==> config.mk <==
export PLATFORM = sky130hd
export DESIGN_NAME = skim_ctrl
export DESIGN_NICKNAME = d
export VERILOG_FILES = /design/src/hdl/skim_pkg.sv /design/src/hdl/skim_ctrl.sv
export SDC_FILE = /design/constraint.sdc
export NUM_CORES = 1
export LEC_CHECK = 0
export BUFFER_PORTS_ARGS = -buffer_cell sky130_fd_sc_hd__buf_2
export CAP_MARGIN = 20
export CORE_AREA = 2 2 39 41
export CTS_CLUSTER_DIAMETER = 40
export DETAILED_ROUTE_END_ITERATION = 10
export DIE_AREA = 0 0 41 43
export HOLD_SLACK_MARGIN = 0.05
export PLACE_DENSITY = 0.68
export SLEW_MARGIN = 5
export SYNTH_ARGS = -nofsm -noshare
export SYNTH_HDL_FRONTEND = slang
export SYNTH_SLANG_ARGS = --single-unit
==> constraint.sdc <==
create_clock -name clk -period 3.1 [get_ports clk]
set_input_delay 0.31 -clock clk [delete_from_list [all_inputs] [get_ports clk]]
set_output_delay 0.31 -clock clk [all_outputs]
set_load 0.005 [all_outputs]
==> src/hdl/skim_pkg.sv <==
// Package for the sorted key to index map: sizes, codes and controller types.
package skim_pkg;
  localparam int Capacity = 1024;
  localparam int KeyWidth = 64;
  localparam int AddrW = $clog2(Capacity);
  localparam int CountW = $clog2(Capacity + 1);

  localparam logic [1:0] KIND_INSERT = 2'd0;
  localparam logic [1:0] KIND_INSERT_IX = 2'd1;
  localparam logic [1:0] KIND_FIND = 2'd2;

  localparam logic [2:0] ST_NEW = 3'd0;
  localparam logic [2:0] ST_EXISTS = 3'd1;
  localparam logic [2:0] ST_FULL = 3'd2;
  localparam logic [2:0] ST_FOUND = 3'd3;
  localparam logic [2:0] ST_MISSING = 3'd4;

  typedef enum logic [3:0] {
    S_IDLE, S_SRCH_RD, S_SRCH_CMP, S_DECIDE, S_SHIFT_RD, S_SHIFT_WR,
    S_PLACE, S_SCAN_RD, S_SCAN_CMP, S_DONE
  } state_t;

  // Commands from controller to datapath.
  typedef struct packed {
    logic load;
    logic srch_init;
    logic srch_rd;
    logic srch_step;
    logic shift_init;
    logic shift_rd;
    logic shift_wr;
    logic place_wr;
    logic scan_init;
    logic scan_rd;
    logic scan_step;
    logic set_result;
    logic [2:0] result_status;
  } cmd_t;

  // Status from datapath to controller.
  typedef struct packed {
    logic [1:0] kind;
    logic srch_active;
    logic srch_hit;
    logic key_match;
    logic full;
    logic shift_active;
    logic scan_active;
    logic scan_hit;
  } stat_t;
endpackage

==> src/hdl/skim_ctrl.sv <==
// Controller state machine sequencing search, shift, place and scan.
module skim_ctrl import skim_pkg::*; (
  input  logic  clk,
  input  logic  rst,
  input  logic  in_valid,
  output logic  in_ready,
  output logic  out_valid,
  input  logic  out_ready,
  input  stat_t stat,
  output cmd_t  cmd
);
  state_t state, state_next;

  always_ff @(posedge clk) begin
    if (rst) state <= S_IDLE;
    else state <= state_next;
  end

  always_comb begin
    state_next = state;
    case (state)
      S_IDLE: if (in_valid) state_next = S_SRCH_RD;
      S_SRCH_RD: begin
        if (stat.kind == KIND_FIND) state_next = S_SCAN_RD;
        else if (!(stat.kind inside {KIND_INSERT, KIND_INSERT_IX}))
          state_next = S_DONE;
        else if (stat.srch_active) state_next = S_SRCH_CMP;
        else state_next = S_DECIDE;
      end
      S_SRCH_CMP: state_next = S_SRCH_RD;
      S_DECIDE: begin
        if (stat.kind == KIND_INSERT && stat.srch_hit) state_next = S_DONE;
        else if (stat.full) state_next = S_DONE;
        else state_next = S_SHIFT_RD;
      end
      S_SHIFT_RD: state_next = stat.shift_active ? S_SHIFT_WR : S_PLACE;
      S_SHIFT_WR: state_next = S_SHIFT_RD;
      S_PLACE: state_next = S_DONE;
      S_SCAN_RD: state_next = stat.scan_active ? S_SCAN_CMP : S_DONE;
      S_SCAN_CMP: state_next = stat.scan_hit ? S_DONE : S_SCAN_RD;
      S_DONE: if (out_ready) state_next = S_IDLE;
      default: state_next = S_IDLE;
    endcase
  end

  always_comb begin
    cmd = '0;
    in_ready = (state == S_IDLE);
    out_valid = (state == S_DONE);
    case (state)
      S_IDLE: begin
        cmd.load = in_valid;
        cmd.srch_init = in_valid;
      end
      S_SRCH_RD: begin
        cmd.srch_rd = 1'b1;
        if (stat.kind == KIND_FIND) cmd.scan_init = 1'b1;
        else if (!(stat.kind inside {KIND_INSERT, KIND_INSERT_IX})) begin
          cmd.set_result = 1'b1;
          cmd.result_status = ST_MISSING;
        end
      end
      S_SRCH_CMP: cmd.srch_step = 1'b1;
      S_DECIDE: begin
        if (stat.kind == KIND_INSERT && stat.srch_hit) begin
          cmd.set_result = 1'b1;
          cmd.result_status = ST_EXISTS;
        end else if (stat.full) begin
          cmd.set_result = 1'b1;
          cmd.result_status = ST_FULL;
        end else cmd.shift_init = 1'b1;
      end
      S_SHIFT_RD: cmd.shift_rd = 1'b1;
      S_SHIFT_WR: cmd.shift_wr = 1'b1;
      S_PLACE: begin
        cmd.place_wr = 1'b1;
        cmd.set_result = 1'b1;
        cmd.result_status = ST_NEW;
      end
      S_SCAN_RD: begin
        cmd.scan_rd = 1'b1;
        if (!stat.scan_active) begin
          cmd.set_result = 1'b1;
          cmd.result_status = ST_MISSING;
        end
      end
      S_SCAN_CMP: begin
        cmd.scan_step = 1'b1;
        if (stat.scan_hit) begin
          cmd.set_result = 1'b1;
          cmd.result_status = ST_FOUND;
        end
      end
      default: ;
    endcase
  end
endmodule

Word-level counts from Yosys, hierarchy flattened:

Cells that the tools add are included.
W data, S select, Z words.

* flip-flop bits (word level): 4
* input port bits: 13
* output and inout port bits: 17
* logic and storage cells: 50

* equality and inequality tests: 13
* muxes and demuxes: 31
* reduce and logical (&&, ||, !) cells: 5

Operator list (number)
* $mux W4: 13
* $pmux W4 S10: 1
* $pmux W4 S5: 1
* $eq A4 B3 Y1 const B: 4
* $mux W1: 14
* $eq A4 B2 Y1 const B: 2
* $eq A4 B4 Y1 const B: 2
* $eq A4 B1 Y1 const B: 1
* $logic_not A4 Y1: 1
* $mux W2: 2
* $eq A2 B1 Y1 const B: 1
* $eq A2 B2 Y1 const B: 1
* $logic_not A2 Y1: 1
* $ne A2 B1 Y1 const B: 1
* $ne A2 B2 Y1 const B: 1
* $reduce_and A2 Y1: 1
* $reduce_bool A2 Y1: 1
* $logic_and A1 B1 Y1: 1

Depth between registers and ports, before layout:

Gate-level depths: netlist of run 1.

* depth in word-level cells: 5
* depth in mapped cells: 5
* mapped depth without buffers: 4

Worst setup path before layout of run 1:

OpenSTA, ideal clock, no wires.

* path type: register to output
* from: register state[0]
* to: output cmd[14] (netlist bit)
* data arrival time: 1175 ps
* required time: 2790 ps
* slack: 1615 ps
* cell stages (with the launch flop): 5
* path buffers: 2
* path through: dfxtp_1 clkbuf_1 nor4_1 and2_1 buf_4

RTL lines
* start, declared: line skim_ctrl.sv:12 `state_t state, state_next;`
* start signal, assigned: line skim_ctrl.sv:16 `else state <= state_next;`
* end, declared: line skim_ctrl.sv:10 `output cmd_t cmd`

==> flow_summary.ini, run 1 <==
[yosys]
synth_flop_cell = dfxtp_1
syn_area_um2 = 463
yosys.area_share.simple_pct = 46.8
synth_fa_ha_area_share_pct = 0
synth_cell_type_count = 34
synth_cells = 64
yosys_register_bits = 4
yosysWarnings = 0
synth_compound_area_share_pct = 28.6
synth_edf_count = 0
synth_mux_area_share_pct = 0
synthXorXnorAreaFrac_pct = 0
synth_top_family_by_area = simple AND/OR/NAND/NOR gates
synth_nets = 77
ys_seq_area_share_pct = 17.3
postSynth.asyncResetShare_pct = 0
syn_area_per_cell_um2 = 7.23

[placed_design]
gp_congestion = 0.696
dp_hpwl_um = 935
port_buffers = 28
dp_cells = 103

[pwr]
comb_power_share_pct = 42.1
peakVddDrop_v = 0.000180
power.density_mw_per_mm2 = 409
total_power_mw = 0.254
p_sw_share_pct = 37.8
leakagePower_nw = 0.311
p_switching_mw = 0.0958
p_int_mw = 0.158
p_seq_share_pct = 33.7
clkPwrFrac_pct = 24.1

[clock_tree]
numCtsBuffers = 3
clockRootBuffer = clkbuf_4
clkSlewWorstSetupHoldPaths_ns = 0.03
clockBufferDepth = 2
htreeDepth = 1
postCtsResizedCells = 0
postCtsSetupBuffers = 0
clock-sinks = 4
worstSkewPairLatency_ns = 0.23
cts_tree = done
holdBufCountCts = 0

[timing]
tns_ns = 0
max_freq_mhz = 496
relSlewSlack_pct = 68.6
clock-skew-final_ns = 0.000241
slew_viol_final = 0
final_hold_viol_count = 0
rsz0062_at_grt = false
worstMarginPinSlew_ns = 0.470
period_share_pct = 65.0
finalCriticalPeriod_ns = 2.02
finalSetupViolations = 0

[critical_path]
crit_chain = nand2b_1 > nor3_2 > a32oi_1 > nand3_1 > buf_2
critPathTopFamily = flip-flops
worstPathBufferInverterCount = 1
critPathRequiredTime_ns = 2.79
cp_max_fo = 15
critPathKind = flop to output pin
start_kind = flop
reg2reg_slack_ns = 1.49
slowest_stage = dfxtp_1
cp_slowest_stage_delay_ns = 0.60
end_kind = output pin
cp.arrival_ns = 1.71

[die]
dieArea_mm2 = 0.00176
die_y_um = 43
core_mm2 = 0.00138
design.portCount = 30
start_util_pct = 33.5
row_count = 14
die_x_um = 41

[finish]
largest_reg_flops = 4
top_regs = state x4
drive_gt1_share_pct = 40.0
n_antenna_cell = 0
syn_to_final_growth_pct = 33.8
nFillCells = 163
top_register = state
nNetsFinal = 105
post-route-util_pct = 44.8
instances_no_fill = 106

[route]
totalWireLength_um = 1190
drt_pre_antenna_iters = 4
routed_via_density = 5.19
drc = 0
vias = 550
wire_per_inst_um = 11.3
first_iter_violations = 3
ant_nets = 0

[grt]
grt.overflow.total = 0
grt_max_degree = 16
grtUsageTotal_pct = 14.9
grt_first_pass_wirelength_um = 1790
grt_pass1_vias = 463
antenna_found_initial = 0

[min_path]
min_path_type = input pin to flop

[job]
cap_violations = 0

[run_status]
status = finished, final reports clean
[cell families after synthesis]
family	after synthesis
AOI/OAI and AO/OA	18
buffers and inverters	7
DFF	4
and+or+nand+nor	35
[metrics by stage]
stage	instance area, µm²	hold WS (ns)	worst slack (ns)
after detailed placement	597	0.545	1.34
after global routing	619	0.316	0.947
final	619	0.311	1.08
after global placement	597	0.550	1.34
after CTS	619	0.301	1.09
after floorplan	463	0.379	1.61
[worst paths after layout]
kind | startpoint | endpoint | cells past startpoint
setup / recovery | state[0]$_SDFFE_PP0P_ | cmd[3] | 5
hold / removal | rst | state[1]$_SDFFE_PP0P_ | 2
setup reg to reg | state[0]$_SDFFE_PP0P_ | state[0]$_SDFFE_PP0P_ | 4
hold reg to reg | state[1]$_SDFFE_PP0P_ | state[3]$_SDFFE_PP0P_ | 2
[synth_stat cells, types with 2 or more instances]
cell	n	area (µm²)
buf_2	3	15.0
nand2b_1	5	31.3
a31oi_1	2	12.5
nor3_1	2	10.0
nor2b_1	2	12.5
nor3_2	2	20.0
nor2_1	5	18.8
nand2_1	7	26.3
dfxtp_1	4	80.1
o21bai_1	2	15.0
nor4_1	2	12.5
a21oi_1	4	20.0
and3_1	2	12.5
inv_1	2	7.51
[routing by layer]
layer,track usage [%],part of all wire [%],vias up
met1,16.5,44,243
li1,-,-,291
met5,0,0,-
met3,1.57,5.9,0
met4,10.0,0,0
met2,24.7,50,16
[power groups by stage]
stage	registers [mW]	logic, mW	clock network, mW
2_1_floorplan	0.0669	0.0883	0
3_3_place_gp	0.0860	0.106	0
3_5_place_dp	0.0857	0.107	0
4_1_cts	0.0849	0.108	0.0657
5_1_grt	0.0887	0.119	0.0677
6_report	0.0855	0.107	0.0612
[final cells by class]
type                    count  area, µm²  area share (%)
multi-input cells          53        349            56.4
repair buffers             28        140            22.6
flip-flops and latches      4       80.1            12.9
clock buffers               3       22.5            3.64
well taps                  16       20.0            3.23
inverters                   2       7.51            1.21
[cells in the final DEF, fill, tap and decap left out]
| master | n |
|---|---|
| a21o_1 | 1 |
| a31oi_1 | 2 |
| nor4b_1 | 1 |
| o21bai_1 | 2 |
| nor3_1 | 2 |
| o21ai_0 | 1 |
| a32o_1 | 1 |
| nor3b_2 | 1 |
| buf_2 | 28 |
| a2111oi_2 | 1 |
| nand3_1 | 1 |
| a32oi_1 | 1 |
| nor4_1 | 2 |
| a21oi_1 | 4 |
| nand4bb_1 | 1 |
| dfxtp_1 | 4 |
| nand2b_1 | 5 |
| clkbuf_4 | 3 |
| o21a_1 | 1 |
| nor2b_1 | 2 |
| a21boi_0 | 1 |
| a211oi_1 | 1 |
| o31ai_1 | 1 |
| and3_1 | 2 |
| o31a_1 | 1 |
| inv_1 | 2 |
| or3_1 | 1 |
| and2_1 | 1 |
| nor2_1 | 5 |
| nor3_2 | 2 |
| nand2_1 | 7 |
| nand3b_1 | 1 |
| nor4b_2 | 1 |
No activity file was read; power rests on OpenSTA's default activity.
==> run 2, diff against run 1 <==
- ABC_AREA: default -> 1
- PLACE_DENSITY: 0.68 -> 0.7
- clock period: 3.1 -> 1.75 ns (I/O delays scaled with it)
==> run 2 against run 1 <==
Cell count is 25% higher. Register-to-register slack worse by 0.97 ns. Core utilization rose by 1.3 points. Critical path depth rose by 2. Worst hold slack worse by 0.17 ns. Routed wire length decreased by 5.6%. Critical path type unchanged. Largest power group unchanged.
==> flow_summary.ini, run 2 <==
[run_status]
status = finished, final reports clean

[yosys]
synth_most_common_cell = nand2_1
yosys_register_bits = 4
synth_flop_cell = dfxtp_1
ys_seq_area_share_pct = 17.4
syn_area_per_cell_um2 = 5.34
synth_common_cells = 24 x nand2_1, 20 x inv_1, 12 x nor2_1
yosysTopAreaCellShare_pct = 19.6
synth_edf_count = 0
synth_cells = 86
syn_area_um2 = 459
ys_top_cells_by_area = nand2_1 20%, dfxtp_1 17%, inv_1 16%, nor2_1 9.8%, nand2_2 5.4%
synth_cell_type_count = 20
yosys.area.top_type = nand2_1
yosysWarnings = 0
postSynth.asyncResetShare_pct = 0
synth_nets = 99

[critical_path]
crit_chain = inv_2 > nand2_2 > nor2_2 > nand2_1 > nand2_1 > or3b_1 > buf_2
cp.arrival_ns = 1.47
reg2reg_slack_ns = 0.52
critPathRequiredTime_ns = 1.57
end_kind = output pin
start_kind = flop
worst_path_most_repeated_cell = nand2_1
cp_slowest_stage_delay_ns = 0.38
r2r_end = state[1]$_SDFFE_PP0P_
timing.rr.start = state[2]$_SDFFE_PP0P_
critPathLaunch = state[3]$_SDFFE_PP0P_
slowest_stage = dfxtp_1
critPathKind = flop to output pin
cp_max_fo = 4
r2r_cells = 6

[timing]
clock-skew-final_ns = 0.000124
period_share_pct = 93.7
finalSetupViolations = 0
rsz0062_at_grt = false
slew_viol_final = 0
max_freq_mhz = 610
final_hold_viol_count = 0
relSlewSlack_pct = 88.0
tns_ns = 0
worstMarginPinSlew_ns = 0.179
finalCriticalPeriod_ns = 1.64

[min_path]
whs_path_depth = 2
min_path_type = input pin to flop
min-delay-start = rst
worstHoldEndpoint = state[0]$_SDFFE_PP0P_

[clock_tree]
clock-sinks = 4
holdBufCountCts = 0
clkSlewWorstSetupHoldPaths_ns = 0.04
numCtsBuffers = 3
postCtsSetupBuffers = 0
clockRootBuffer = clkbuf_4
clockBufferDepth = 2
worstSkewPairLatency_ns = 0.23
cts_tree = done
postCtsResizedCells = 0
htreeDepth = 1

[route]
drc = 0
totalWireLength_um = 1130
wire_per_inst_um = 8.54
drt_pre_antenna_iters = 2
routed_via_density = 4.42
ant_nets = 0
first_iter_violations = 6
vias = 583

[pwr]
leakagePower_nw = 0.447
p_switching_mw = 0.347
power.density_mw_per_mm2 = 1170
peakVddDrop_v = 0.000671
p_sw_share_pct = 46.6
clkPwrFrac_pct = 14.8
comb_power_share_pct = 63.0
p_seq_share_pct = 22.2
p_int_mw = 0.396

[grt]
grt.overflow.total = 0
grt_pass1_vias = 532
grtUsageTotal_pct = 16.2
grt_first_pass_wirelength_um = 1990
grt_max_degree = 7
antenna_found_initial = 0

[placed_design]
dp_cells = 129
dp_hpwl_um = 1010
port_buffers = 28
gp_congestion = 0.812

[die]
design.portCount = 30
row_count = 14
dieArea_mm2 = 0.00176
core_mm2 = 0.00138
start_util_pct = 33.2
die_x_um = 41
die_y_um = 43

[finish]
syn_to_final_growth_pct = 38.7
n_antenna_cell = 0
largest_reg_flops = 4
final_common_cell = buf_2
drive_gt1_share_pct = 37.9
top_regs = state x4
nNetsFinal = 131
top_register = state
final_cell_mix = 28 x buf_2, 24 x nand2_1, 20 x inv_1
instances_no_fill = 132

[job]
cap_violations = 0
run 2: changes by cell type in the layout (fill, tap and decap cells not counted), moves of 4 or more:
cell      delta
nand2_1     +17
nand2b_1     -5
inv_1       +18
nand2_2      +4
nor2_1       +7
run 2: stage by stage:
| stage | hold WS (ns) | instance area (µm²) | worst slack [ns] | utilization [%] | total power, mW |
|---|---|---|---|---|---|
| floorplan | 0.244 | 459 | 0.499 | - | 0.491 |
| global placement | 0.384 | 612 | 0.343 | 44.2 | 0.626 |
| detailed placement | 0.389 | 612 | 0.317 | 44.2 | 0.634 |
| CTS | 0.142 | 634 | 0.0649 | 45.8 | 0.751 |
| global route | 0.142 | 637 | 0.0110 | 46.0 | 0.842 |
| finish | 0.143 | 637 | 0.110 | 46.0 | 0.743 |
run 2: layer usage:
layer	global-route usage [%]	share of wire, %	wire length (µm)
met2	23.8	47	532
met1	21.3	46	514
met5	0	0	0
met3	5.24	7.2	81
met4	6.00	0	0
run 2: worst max-delay path by stage:
stage,endpoint,cells after the start,slack [ns]
after floorplan,cmd[3],6,0.50
after global placement,cmd[3],7,0.34
after detailed placement,cmd[3],7,0.32
after CTS,cmd[3],7,0.06
after global routing,cmd[3],7,0.01
final,cmd[3],7,0.11
run 2: cell families (layout without fill, tap and decap cells):
group           Yosys count  after routing  synth area share (%)
simple gates             53             53                  55.0
flops                     4              4                  17.4
compound gates            6              6                  7.90
buf+inv                  23             53                  19.6
run 2: power groups by stage:
stage,logic (mW),clock network (mW),registers [mW]
2_1_floorplan,0.337,0,0.154
4_1_cts,0.474,0.117,0.160
3_5_place_dp,0.473,0,0.161
6_report,0.468,0.110,0.165
3_3_place_gp,0.466,0,0.160
5_1_grt,0.544,0.126,0.171
run 2: worst max-delay path, delay by kind of cell, from the launching register on:
family	cells	cell delay [ns]
buffers and inverters	2	0.20
DFF	1	0.38
and+or+nand+nor	5	0.67
run 2: area by class of cell:
type                       instances  area [µm²]
sequential                         4        82.6
fill                             161         747
tap                               16        20.0
multi-input combinational         59         289
timing repair buffer              28         140
clock buffer                       3        22.5
inverter                          22        82.6
